==> src/rtl/sklist_pkg.sv <==
`timescale 1ns / 1ps
// Shared types and constants for the sorted key list engine.
// Used by the RAM, the sequencer, the top level and the port checker.
package sklist_pkg;
   localparam int DEPTH = 64;
   localparam int KEY_WIDTH = 32;
   localparam int IDX_W = $clog2(DEPTH);
   localparam int CNT_W = IDX_W + 1;

   localparam logic [2:0] OP_PUSH   = 3'd0;
   localparam logic [2:0] OP_POP    = 3'd1;
   localparam logic [2:0] OP_LOOKUP = 3'd2;
   localparam logic [2:0] OP_DRAIN  = 3'd3;
   localparam logic [2:0] OP_SORT   = 3'd4;

   localparam logic [1:0] ST_OK        = 2'd0;
   localparam logic [1:0] ST_FULL      = 2'd1;
   localparam logic [1:0] ST_EMPTY     = 2'd2;
   localparam logic [1:0] ST_NOT_FOUND = 2'd3;

   typedef enum logic [3:0] {
      S_IDLE, S_DISPATCH, S_POP_OUT, S_LK_CHK, S_LK_CMP, S_DR_RD, S_DR_OUT,
      S_SORT_START, S_SORT_LOAD, S_SORT_RD, S_SORT_CMP, S_SORT_WEND, S_SORT_DONE
   } state_type;

   typedef struct packed {
      logic                 we;
      logic [IDX_W-1:0]     waddr;
      logic [KEY_WIDTH-1:0] wdata;
      logic                 re;
      logic [IDX_W-1:0]     raddr;
   } mem_req_type;

   typedef struct packed {
      logic [1:0]  status;
      logic [31:0] value;
      logic [5:0]  position;
      logic [5:0]  count;
      logic        last;
   } rsp_type;
endpackage

==> src/rtl/sklist_mem.sv <==
`timescale 1ns / 1ps
// Key store: one write port and one registered read port.
// Depends on sklist_pkg.
module sklist_mem (
   input  logic                            clock,
   input  sklist_pkg::mem_req_type         mem_req,
   output logic [sklist_pkg::KEY_WIDTH-1:0] rdata
);
   logic [sklist_pkg::KEY_WIDTH-1:0] mem [sklist_pkg::DEPTH];
   logic [sklist_pkg::KEY_WIDTH-1:0] rdata_ff;

   always_ff @(posedge clock) begin
      if (mem_req.we) begin
         mem[mem_req.waddr] <= mem_req.wdata;
      end
      if (mem_req.re) begin
         rdata_ff <= mem[mem_req.raddr];
      end
   end

   assign rdata = rdata_ff;
endmodule

==> src/rtl/sklist_seq.sv <==
`timescale 1ns / 1ps
// Operation sequencer with the shared key comparator.
// Depends on sklist_pkg; drives the key store through sklist_mem.
module sklist_seq (
   input  logic                             clock,
   input  logic                             reset,
   input  logic                             req_valid,
   output logic                             req_ready,
   input  logic [2:0]                       req_op,
   input  logic [31:0]                      req_key,
   input  logic                             out_free,
   output logic                             emit_valid,
   output sklist_pkg::rsp_type              emit_data,
   output sklist_pkg::mem_req_type          mem_req,
   input  logic [sklist_pkg::KEY_WIDTH-1:0] rdata
);
   localparam int IW = sklist_pkg::IDX_W;
   localparam int CW = sklist_pkg::CNT_W;
   localparam int KW = sklist_pkg::KEY_WIDTH;

   sklist_pkg::state_type state_ff, state_in;
   logic [2:0]    op_ff, op_in;
   logic [KW-1:0] key_ff, key_in;
   logic [IW-1:0] head_ff, head_in, tail_ff, tail_in;
   logic [IW-1:0] idx_ff, idx_in, end_ff, end_in;
   logic [CW-1:0] lo_ff, lo_in, hi_ff, hi_in;
   logic [KW-1:0] cur_ff, cur_in;

   logic [KW-1:0] cmp_a, cmp_b;
   logic          cmp_lt, cmp_eq;
   logic [CW-1:0] mid_sum;
   logic [IW-1:0] mid;
   logic          full, empty, one_or_less, lk_last, dr_last;

   assign full    = ({1'b0, tail_ff} + CW'(1)) >= CW'(sklist_pkg::DEPTH);
   assign empty   = head_ff == tail_ff;
   assign one_or_less = ({1'b0, tail_ff} - {1'b0, head_ff}) <= CW'(1);
   assign mid_sum = lo_ff + hi_ff - CW'(1);
   assign mid     = mid_sum[IW:1];
   assign lk_last = lo_ff < hi_ff;
   assign dr_last = (idx_ff + IW'(1)) == tail_ff;

   always_comb begin
      if (state_ff == sklist_pkg::S_LK_CMP) begin
         cmp_a = key_ff;
         cmp_b = rdata;
      end else begin
         cmp_a = rdata;
         cmp_b = cur_ff;
      end
   end
   assign cmp_lt = cmp_a < cmp_b;
   assign cmp_eq = cmp_a == cmp_b;

   always_ff @(posedge clock) begin
      if (reset) begin
         state_ff <= sklist_pkg::S_IDLE;
         head_ff  <= '0;
         tail_ff  <= '0;
      end else begin
         state_ff <= state_in;
         head_ff  <= head_in;
         tail_ff  <= tail_in;
      end
      op_ff  <= op_in;
      key_ff <= key_in;
      idx_ff <= idx_in;
      end_ff <= end_in;
      lo_ff  <= lo_in;
      hi_ff  <= hi_in;
      cur_ff <= cur_in;
   end

   // next state
   always_comb begin
      state_in = state_ff;
      unique case (state_ff)
         sklist_pkg::S_IDLE:
            if (req_valid) state_in = sklist_pkg::S_DISPATCH;
         sklist_pkg::S_DISPATCH:
            unique case (op_ff)
               sklist_pkg::OP_PUSH:
                  if (out_free) state_in = sklist_pkg::S_IDLE;
               sklist_pkg::OP_POP:
                  if (!empty) state_in = sklist_pkg::S_POP_OUT;
                  else if (out_free) state_in = sklist_pkg::S_IDLE;
               sklist_pkg::OP_LOOKUP: state_in = sklist_pkg::S_LK_CHK;
               sklist_pkg::OP_DRAIN:
                  if (!empty) state_in = sklist_pkg::S_DR_RD;
                  else if (out_free) state_in = sklist_pkg::S_IDLE;
               sklist_pkg::OP_SORT:
                  if (one_or_less) state_in = sklist_pkg::S_SORT_DONE;
                  else state_in = sklist_pkg::S_SORT_START;
               default: state_in = sklist_pkg::S_IDLE;
            endcase
         sklist_pkg::S_POP_OUT:
            if (out_free) state_in = sklist_pkg::S_IDLE;
         sklist_pkg::S_LK_CHK:
            if (lk_last) state_in = sklist_pkg::S_LK_CMP;
            else if (out_free) state_in = sklist_pkg::S_IDLE;
         sklist_pkg::S_LK_CMP:
            if (!cmp_eq) state_in = sklist_pkg::S_LK_CHK;
            else if (out_free) state_in = sklist_pkg::S_IDLE;
         sklist_pkg::S_DR_RD: state_in = sklist_pkg::S_DR_OUT;
         sklist_pkg::S_DR_OUT:
            if (out_free) state_in = dr_last ? sklist_pkg::S_IDLE : sklist_pkg::S_DR_RD;
         sklist_pkg::S_SORT_START: state_in = sklist_pkg::S_SORT_LOAD;
         sklist_pkg::S_SORT_LOAD:  state_in = sklist_pkg::S_SORT_RD;
         sklist_pkg::S_SORT_RD:    state_in = sklist_pkg::S_SORT_CMP;
         sklist_pkg::S_SORT_CMP:
            state_in = (idx_ff == end_ff) ? sklist_pkg::S_SORT_WEND : sklist_pkg::S_SORT_RD;
         sklist_pkg::S_SORT_WEND:
            state_in = (end_ff == head_ff + IW'(1)) ? sklist_pkg::S_SORT_DONE
                                                    : sklist_pkg::S_SORT_START;
         sklist_pkg::S_SORT_DONE:
            if (out_free) state_in = sklist_pkg::S_IDLE;
         default: state_in = sklist_pkg::S_IDLE;
      endcase
   end

   // datapath registers
   always_comb begin
      op_in   = op_ff;
      key_in  = key_ff;
      head_in = head_ff;
      tail_in = tail_ff;
      idx_in  = idx_ff;
      end_in  = end_ff;
      lo_in   = lo_ff;
      hi_in   = hi_ff;
      cur_in  = cur_ff;
      case (state_ff)
         sklist_pkg::S_IDLE:
            if (req_valid) begin
               op_in  = req_op;
               key_in = KW'(req_key);
            end
         sklist_pkg::S_DISPATCH:
            case (op_ff)
               sklist_pkg::OP_PUSH:
                  if (out_free && !full) tail_in = tail_ff + IW'(1);
               sklist_pkg::OP_LOOKUP: begin
                  lo_in = {1'b0, head_ff};
                  hi_in = {1'b0, tail_ff};
               end
               sklist_pkg::OP_DRAIN:
                  if (!empty) idx_in = head_ff;
                  else if (out_free) begin
                     head_in = '0;
                     tail_in = '0;
                  end
               sklist_pkg::OP_SORT: end_in = tail_ff - IW'(1);
               default: ;
            endcase
         sklist_pkg::S_POP_OUT:
            if (out_free) head_in = head_ff + IW'(1);
         sklist_pkg::S_LK_CHK: idx_in = mid;
         sklist_pkg::S_LK_CMP:
            if (!cmp_eq) begin
               if (cmp_lt) hi_in = {1'b0, idx_ff};
               else lo_in = {1'b0, idx_ff} + CW'(1);
            end
         sklist_pkg::S_DR_OUT:
            if (out_free) begin
               if (dr_last) begin
                  head_in = '0;
                  tail_in = '0;
               end else idx_in = idx_ff + IW'(1);
            end
         sklist_pkg::S_SORT_LOAD: begin
            cur_in = rdata;
            idx_in = head_ff + IW'(1);
         end
         sklist_pkg::S_SORT_CMP: begin
            if (!cmp_lt) cur_in = rdata;
            idx_in = idx_ff + IW'(1);
         end
         sklist_pkg::S_SORT_WEND: end_in = end_ff - IW'(1);
         default: ;
      endcase
   end

   // outputs
   always_comb begin
      req_ready  = state_ff == sklist_pkg::S_IDLE;
      emit_valid = 1'b0;
      emit_data  = '0;
      emit_data.last = 1'b1;
      mem_req    = '0;
      unique case (state_ff)
         sklist_pkg::S_DISPATCH:
            unique case (op_ff)
               sklist_pkg::OP_PUSH: begin
                  emit_valid = 1'b1;
                  if (full) emit_data.status = sklist_pkg::ST_FULL;
                  else begin
                     emit_data.position = 6'(tail_ff + IW'(1));
                     mem_req.we    = out_free;
                     mem_req.waddr = tail_ff;
                     mem_req.wdata = key_ff;
                  end
               end
               sklist_pkg::OP_POP:
                  if (empty) begin
                     emit_valid = 1'b1;
                     emit_data.status = sklist_pkg::ST_EMPTY;
                  end else begin
                     mem_req.re    = 1'b1;
                     mem_req.raddr = head_ff;
                  end
               sklist_pkg::OP_DRAIN:
                  if (empty) begin
                     emit_valid = 1'b1;
                     emit_data.status = sklist_pkg::ST_EMPTY;
                  end
               default: ;
            endcase
         sklist_pkg::S_POP_OUT: begin
            emit_valid = 1'b1;
            emit_data.value = 32'(rdata);
         end
         sklist_pkg::S_LK_CHK:
            if (lk_last) begin
               mem_req.re    = 1'b1;
               mem_req.raddr = mid;
            end else begin
               emit_valid = 1'b1;
               emit_data.status = sklist_pkg::ST_NOT_FOUND;
            end
         sklist_pkg::S_LK_CMP:
            if (cmp_eq) begin
               emit_valid = 1'b1;
               emit_data.position = 6'(idx_ff);
            end
         sklist_pkg::S_DR_RD: begin
            mem_req.re    = 1'b1;
            mem_req.raddr = idx_ff;
         end
         sklist_pkg::S_DR_OUT: begin
            emit_valid = 1'b1;
            emit_data.value    = 32'(rdata);
            emit_data.position = 6'(idx_ff);
            emit_data.count    = 6'(tail_ff - head_ff);
            emit_data.last     = dr_last;
         end
         sklist_pkg::S_SORT_START: begin
            mem_req.re    = 1'b1;
            mem_req.raddr = head_ff;
         end
         sklist_pkg::S_SORT_RD: begin
            mem_req.re    = 1'b1;
            mem_req.raddr = idx_ff;
         end
         sklist_pkg::S_SORT_CMP: begin
            mem_req.we    = 1'b1;
            mem_req.waddr = idx_ff - IW'(1);
            mem_req.wdata = cmp_lt ? rdata : cur_ff;
         end
         sklist_pkg::S_SORT_WEND: begin
            mem_req.we    = 1'b1;
            mem_req.waddr = end_ff;
            mem_req.wdata = cur_ff;
         end
         sklist_pkg::S_SORT_DONE: emit_valid = 1'b1;
         default: ;
      endcase
   end
endmodule

==> src/rtl/sorted_key_list_engine.sv <==
`timescale 1ns / 1ps
// Sorted key list engine top level: sequencer, key store, result register.
// Lookup is a binary search of up to 6 steps; drain returns one result per entry, in order;
// sort is a bubble sort over the stored entries.
// One transaction in flight; the sequencer shares a single key comparator.
// Synchronous active-high reset empties the list; stored keys are not cleared.
module sorted_key_list_engine (
   input  logic        clock,
   input  logic        reset,
   input  logic        req_valid,
   output logic        req_ready,
   input  logic [2:0]  req_op,
   input  logic [31:0] req_key,
   output logic        rsp_valid,
   input  logic        rsp_ready,
   output logic [1:0]  rsp_status,
   output logic [31:0] rsp_value,
   output logic [5:0]  rsp_position,
   output logic [5:0]  rsp_count,
   output logic        rsp_last
);
   sklist_pkg::mem_req_type          mem_req;
   logic [sklist_pkg::KEY_WIDTH-1:0] rdata;
   sklist_pkg::rsp_type              emit_data, rsp_ff;
   logic                             emit_valid, rsp_valid_ff, out_free;

   assign out_free = !rsp_valid_ff || rsp_ready;

   sklist_seq u_seq (
      .clock, .reset, .req_valid, .req_ready, .req_op, .req_key,
      .out_free, .emit_valid, .emit_data, .mem_req, .rdata
   );

   sklist_mem u_mem (.clock, .mem_req, .rdata);

   always_ff @(posedge clock) begin
      if (reset) begin
         rsp_valid_ff <= 1'b0;
      end else if (out_free) begin
         rsp_valid_ff <= emit_valid;
      end
      if (out_free && emit_valid) begin
         rsp_ff <= emit_data;
      end
   end

   assign rsp_valid    = rsp_valid_ff;
   assign rsp_status   = rsp_ff.status;
   assign rsp_value    = rsp_ff.value;
   assign rsp_position = rsp_ff.position;
   assign rsp_count    = rsp_ff.count;
   assign rsp_last     = rsp_ff.last;
endmodule

==> config.mk <==
export PLATFORM = sky130hd
export DESIGN_NAME = sorted_key_list_engine
export DESIGN_NICKNAME = d
export VERILOG_FILES = /design/src/rtl/sklist_pkg.sv /design/src/rtl/sklist_mem.sv /design/src/rtl/sklist_seq.sv /design/src/rtl/sorted_key_list_engine.sv
export SDC_FILE = /design/constraint.sdc
export NUM_CORES = 2
export LEC_CHECK = 0
export ABC_CLOCK_PERIOD_IN_PS = 6100
export BUFFER_PORTS_ARGS = -buffer_cell sky130_fd_sc_hd__buf_2
export CELL_PAD_IN_SITES_DETAIL_PLACEMENT = 0
export CELL_PAD_IN_SITES_GLOBAL_PLACEMENT = 1
export CORE_MARGIN = 5
export CORE_UTILIZATION = 48
export CTS_BUF_LIST = sky130_fd_sc_hd__clkbuf_16
export DETAILED_ROUTE_END_ITERATION = 10
export GPL_TIMING_DRIVEN = 0
export PLACE_DENSITY = 0.73
export SYNTH_ARGS = -nofsm -noshare
export SYNTH_HDL_FRONTEND = slang
export SYNTH_SLANG_ARGS = --single-unit
==> constraint.sdc <==
create_clock -name clock -period 6.1 [get_ports clock]
set_input_delay 0.915 -clock clock [delete_from_list [all_inputs] [get_ports clock]]
set_output_delay 0.915 -clock clock [all_outputs]
set_load 0.02 [all_outputs]
Word level (Yosys, flattened, before mapping)
Memory sizes are Yosys's and may differ from the RTL's. A register that Yosys moved wholly into a read port is not among the register bits.
Index checks and enable logic that the tools add are counted.
- bits in registers: 157
- bits in writable memories: 2048
- output and inout bits: 49
- logic and storage cells: 166
- memories: 1
- add/subtract/negate cells: 12
- magnitude comparators: 4
- eq/ne operators: 40
- muxes and demuxes: 66
- reductions and logical operators: 27
- memories (name ; words ; width ; rd ports ; clocked after memory_dff ; wr ports ; line ; RTL):
    u_mem.mem ; 64 ; 32 ; 1 ; 1 ; 1 ; sklist_mem.sv:9 ; logic [sklist_pkg::KEY_WIDTH-1:0] mem [sklist_pkg::DEPTH];
- operator list (cell ; number):
    $mux 32 ; 4
    $pmux 39 s3 ; 1
    $mux 6 ; 15
    $mux 39 ; 2
    $pmux 32 s2 ; 1
    $mux 7 ; 9
    $pmux 4 s12 ; 1
    $mux 4 ; 9
    $pmux 6 s2 ; 3
    $pmux 6 s3 ; 2
    $eq 32x32->1 ; 1
    $lt 32x32->1 ; 1
    $pmux 6 s5 ; 1
    $pmux 7 s2 ; 2
    $pmux 7 s4 ; 1
    $eq 6x6->1 ; 4
    $ne 2x2->1 const B ; 12
    $eq 4x4->1 const B ; 5
    $pmux 4 s5 ; 1
    $add 6x1->6 const B ; 3
    $sub 6x1->6 const B ; 3
    $eq 4x3->1 const B ; 4
    $add 6x1->7 const B ; 2
    $reduce_and 7->1 ; 2
    34 further kinds ; 60

Longest topological paths before layout
- word-level depth: 7
- gate-level depth with buffers: 19

Cells and area by module
A second synthesis with hierarchy kept.
- cell total of the unflattened synthesis: 4295
- area, all modules: 88605.0 µm²
- by module, submodules not included (module ; times used ; cells an instance ; area each (µm²) ; seq. area each (µm²)):
    sklist_mem ; 1 ; 3328 ; 78861.9 ; 62459.9
    sklist_seq ; 1 ; 915 ; 8276.7 ; 3083.0
    sorted_key_list_engine ; 1 ; 52 ; 1466.4 ; 1431.4

Worst setup path before layout
OpenSTA, ideal clock, no wires.
- path type: register -> register
- start: reg u_seq.state_ff[0]
- end: reg u_seq.cur_ff[0] (enable)
- setup time: 466 ps
- data arrival time: 5501 ps
- required time: 5634 ps
- setup slack: 134 ps
- stages on the path, launching flop included: 19
- buffers on the path: 5
- cells stage by stage: dfxtp_1 > buf_2 > clkbuf_1 > nor3_1 > and2_1 > clkbuf_1 > clkbuf_1 > clkbuf_1 > nand2_1 > nand2_1 > ha_1 > nand4_1 > or3_1 > nor4_1 > and3_1 > a22oi_1 > nand4_1 > inv_1 > o21ai_0
- word-level cells in the longest chain between the ends: 5
- elaborated cells on any way between the ends: 9
- RTL lines (what ; line ; RTL):
    from (decl) ; sklist_seq.sv:21 ; sklist_pkg::state_type state_ff, state_in;
    from (signal assigned) ; sklist_seq.sv:57 ; state_ff <= sklist_pkg::S_IDLE;
    from (signal assigned) ; sklist_seq.sv:61 ; state_ff <= state_in;
    $eq 4x3->1 ; sklist_seq.sv:44 ; if (state_ff == sklist_pkg::S_LK_CMP) begin
    $mux 32 ; sklist_seq.sv:44 ;
    $lt 32x32->1 ; sklist_seq.sv:52 ; assign cmp_lt = cmp_a < cmp_b;
    $ne 2x2->1 (no source line) ; - ;
    $reduce_and 2->1 (no source line) * ; - ;
    to (signal assigned) ; sklist_seq.sv:71 ; cur_ff <= cur_in;
    to (decl) ; sklist_seq.sv:27 ; logic [KW-1:0] cur_ff, cur_in;
Mark *: on every way between the ends. The rest lies on a longest branch, timed or not.
A chain may end at the register's enable or synchronous reset.

Worst setup path after layout
- start: reg u_seq.head_ff[1]
- end: reg u_mem.rdata_ff, in the netlist u_mem.rdata[23] (read register of u_mem.mem) (data pin)
- word-level cells in the longest chain between the ends: 4
- RTL lines (what ; line ; RTL):
    from (decl) ; sklist_seq.sv:24 ; logic [IW-1:0] head_ff, head_in, tail_ff, tail_in;
    from (signal assigned) ; sklist_seq.sv:62 ; head_ff <= head_in;
    $eq 6x6->1 ; sklist_seq.sv:36 ; assign empty = head_ff == tail_ff;
    $mux 7 ; sklist_seq.sv:204 ; if (empty) begin
    $mux 7 ; sklist_seq.sv:192 ; unique case (op_ff)
    $pmux 7 s4 * ; sklist_seq.sv:190 ; unique case (state_ff)
    to (decl) ; sklist_mem.sv:10 ; logic [sklist_pkg::KEY_WIDTH-1:0] rdata_ff;
Marks and branches as above.

==> flow_summary_export.csv <==
group,metric,value,unit
outcome,status,"finished with violations",
outcome,violations,"setup timing",
die,start_util,48.24,%
cells_and_area,final_net_count,7485,
cts,cts_tree,"built",
routing,wl_per_cell,31.93,µm
cells_and_area,finalInstanceArea,107400,µm²
grt,grt_pass1_vias,59820,
setup_path,crit_fanout,10,
cts,cts_max_level,4,
setup_path,critical_path.top_delay_family,"buffers and inverters",
setup_path,cp-end-kind,"flop",
setup_path,reg2regPathDepth,17,
logic_synthesis,synth_warnings,0,
setup_path,slowest_delay,0.79,ns
sta,whs,0.2208,ns
die,core_area,192600,µm²
logic_synthesis,synth_top_area_cell,"edfxtp_1",
logic_synthesis,synthCells,6938,
sta,max_slew.worst_pin.slew,1.250,ns
cts,cts.sinks,2236,
logic_synthesis,syn_area_per_cell,13.39,µm²
logic_synthesis,synth_common_cells,"edfxtp_1 (2219), nand2_1 (1342), nand3_1 (541), a21oi_1 (292), clkbuf_1 (282)",
cells_and_area,final_layout_size_suffix_gt1_share,12.58,%
logic_synthesis,synth_cell_types,82,
sta,slew_headroom,16.47,%
setup_path,crit-reg2reg-launch,"u_seq.head_ff[1]",
power_and_ir_drop,peakVddDrop,294.7,µV
sta,finalCriticalPeriod,6.148,ns
setup_path,critical_path_class,"reg2reg",
power_and_ir_drop,powerDensity,285.2,nW/µm²
cts,cts_root_buf,"clkbuf_16",
routing,vias,63870,
logic_synthesis,synth-edff-count,2219,
setup_path,ff2ff_setup_slack,-0.05,ns
sta,finalSetupViolCount,1,
cts,clk_pin_slew,0.07,ns
worst_hold_path,holdPathStages,1,
logic_synthesis,synthArstFlopShare,0,%
sta,post-route-worst-setup-slack,-0.04751,ns
grt,grt_first_pass_wirelength,443900,µm
logic_synthesis,synth_area,92900,µm²
cts,cts_buffers,226,
die,die_x,449.9,µm
sta,post-route-period-util,100.8,%
worst_hold_path,holdPathEnd,"u_seq.key_ff[8]",
routing,drtIter0Drc,9231,
sta,fin_worst_skew,0.03904,ns
grt,grt_overflow_total,0,
logic_synthesis,seq_area_frac_synth,72.09,%
placement,place_hpwl,222700,µm
worst_hold_path,hp-start,"req_key[8]",
logic_synthesis,synth_area_leaders,"edfxtp_1 (72%), nand2_1 (5.4%), nand3_1 (2.9%)",
setup_path,critPathMostFrequentCell,"buf_2",
logic_synthesis,ys.flop_type,"edfxtp_1",
grt,track_usage,30.62,%
setup_path,r2r-end,"u_mem.rdata[23]",
logic_synthesis,yosysMostFrequentCell,"edfxtp_1",
logic_synthesis,yosys_register_bits,2236,
logic_synthesis,yosysTopAreaCellShare,71.73,%
die,die_h,449.9,µm
worst_hold_path,hp-class,"in2reg",
sta,fmax,162.7,MHz
sta,drv_slew,0,
cells_and_area,synthToLayoutAreaGrowth,15.65,%
placement,gp_congestion,0.9673,
grt,grt_max_degree,65,
grt,grt_antenna_before_repair,55,
cts,insertion_delay,0.88,ns
die,die-area,202400,µm²
cts,cts_max_path_buffers,3,
routing,via_per_inst,6.277,
setup_path,crit_path_start_kind,"flop",
routing,routed_wl,324800,µm
die,row_count,161,
routing,drc,0,
placement,placed_cell_area,99500,µm²
cts,cts_hold_buffers,0,
logic_synthesis,synth_fp_nets,7037,
routing,first_pass_iters,6,
flow_run,maxCapViolations,0,
sta,hold_viol,0,
setup_path,crit_required,6.76,ns
power_and_ir_drop,p_leak,38.67,nW
setup_path,slowest_stage,"nor3_1",
sta,grt_setup_unrepaired,"true",
setup_path,crit_buf_inv,7,
setup_path,crit_chain,"buf_2 > buf_2 > inv_1 > ha_1 > nand4_1 > o21a_1 > buf_2 > a31oi_1 > and2_1 > buf_2 > buf_2 > clkbuf_1 > nand2_1 > nand3_1 > a211oi_1 > nor3_1 > and4b_1",
routing,ant_nets,0,
placement,portBuffers,86,
setup_path,cp_data_arrival_time,6.81,ns
die,io_pins,88,
==> per-layer routing <==
layer	global-route usage [%]	vias to the layer above	share of wire [%]
met1	43.34	32120	40
met2	46.02	3640	44
met4	13.95	8	4.9
li1	-	27570	-
met3	6.184	534	12
met5	0	-	0.069
==> how the worst max path moves through the flow <==
| stage | start | endpoint | slack (ns) | cells past startpoint |
|---|---|---|---|---|
| global route | u_seq.head_ff[1] | u_mem.rdata[20] | -0.06 | 17 |
| finish | u_seq.head_ff[1] | u_mem.rdata[23] | -0.05 | 17 |
| global placement | u_seq.head_ff[1] | u_mem.rdata[9] | -3.06 | 16 |
| CTS | u_seq.head_ff[1] | u_mem.rdata[11] | 0.02 | 17 |
| detailed placement | u_seq.head_ff[1] | u_mem.rdata[9] | -0.78 | 17 |
| floorplan | u_seq.state_ff[0] | u_seq.cur_ff[0] | 0.13 | 18 |
==> worst reg2reg max path, delay by kind of cell (launching register included) <==
kind,cells,cell delay [ns]
buf+inv,7,2.49
simple gates,6,1.94
compound gates,3,0.82
flops,1,0.40
fa+ha+maj,1,0.30
==> metrics by stage <==
stage                     std cells  setup WS [ns]  power (mW)  utilization, %   TNS, ns
after global placement         9550         -3.060       17.82           50.10  -4830.43
after global routing          10160       -0.05904       31.40           55.78  -0.06082
final                         10180       -0.04751       30.65           55.79  -0.04751
after floorplan                6938         0.1338       17.50               -         0
after CTS                     10080        0.01856       30.71           55.48         0
after detailed placement       9662        -0.7803       17.86           51.67   -905.80
==> power by group <==
part / switching (mW) / internal (mW) / leakage, nW
Combinational: 0.555 / 0.185 / 12.5
Sequential: 0.0399 / 16.8 / 22.5
Clock: 5.92 / 7.14 / 3.60
Total: 6.51 / 24.1 / 38.7
==> cell type report <==
class | instances | area (µm²)
clock buffer | 227 | 5680
timing repair buffer | 207 | 2651
antenna | 79 | 197.7
buffer | 531 | 2456
sequential | 2236 | 66970
fill | 15680 | 85140
inverter | 88 | 330.3
tap | 2526 | 3161
multi-input combinational | 4096 | 24770
clock inverter | 185 | 1225
==> cells by family (layout without fill, tap and decap cells) <==
family | after synthesis | count (layout) | synth area share [%]
DFF | 2236 | 2236 | 72.09
buffers and inverters | 619 | 1238 | 2.900
and+or+nand+nor | 2517 | 2517 | 12.21
AOI/OAI and AO/OA | 1292 | 1305 | 9.705
muxes | 171 | 171 | 1.844
other | 0 | 79 | 0
xor gates and xnor gates | 43 | 43 | 0.4216
adders and majority gates | 60 | 60 | 0.8243
==> repair_timing <==
| action | CTS | global route |
|---|---|---|
| buffers inserted | 0 | 9 |
| pin swaps | 6 | 11 |
| gates cloned | 6 | 7 |
| gates resized for setup | 84 | 63 |
| setup endpoints to repair | 1952 | 1115 |
==> registers in the layout, indices dropped and copies added, names as in the netlist <==
signal and cells:
u_seq.lo_ff 7, u_seq.end_ff 6, rsp_status 2, u_seq.tail_ff 6, rsp_position 6, u_seq.idx_ff 6
u_seq.cur_ff 32, rsp_count 6, u_seq.state_ff 4, u_mem.mem 2048, u_seq.hi_ff 6, u_seq.key_ff 32
u_mem.rdata 32, u_seq.op_ff 3, rsp_last 1, u_seq.head_ff 6, rsp_valid 1, rsp_value 32
==> cells in the final DEF, fill, tap and decap left out, types with 79 or more instances in the layout <==
| cell type | instances |
|---|---|
| clkbuf_16 | 227 |
| diode_2 | 79 |
| inv_1 | 149 |
| o21ai_0 | 158 |
| a311oi_1 | 117 |
| mux2i_1 | 170 |
| buf_12 | 87 |
| a31oi_1 | 86 |
| clkbuf_1 | 253 |
| buf_2 | 254 |
| a21oi_1 | 292 |
| a32oi_1 | 81 |
| a211oi_1 | 127 |
| nor2_1 | 101 |
| edfxtp_1 | 2219 |
| nand2_1 | 1340 |
| nand3_1 | 540 |
| and3_1 | 205 |
(Power assumes the default switching activity.)
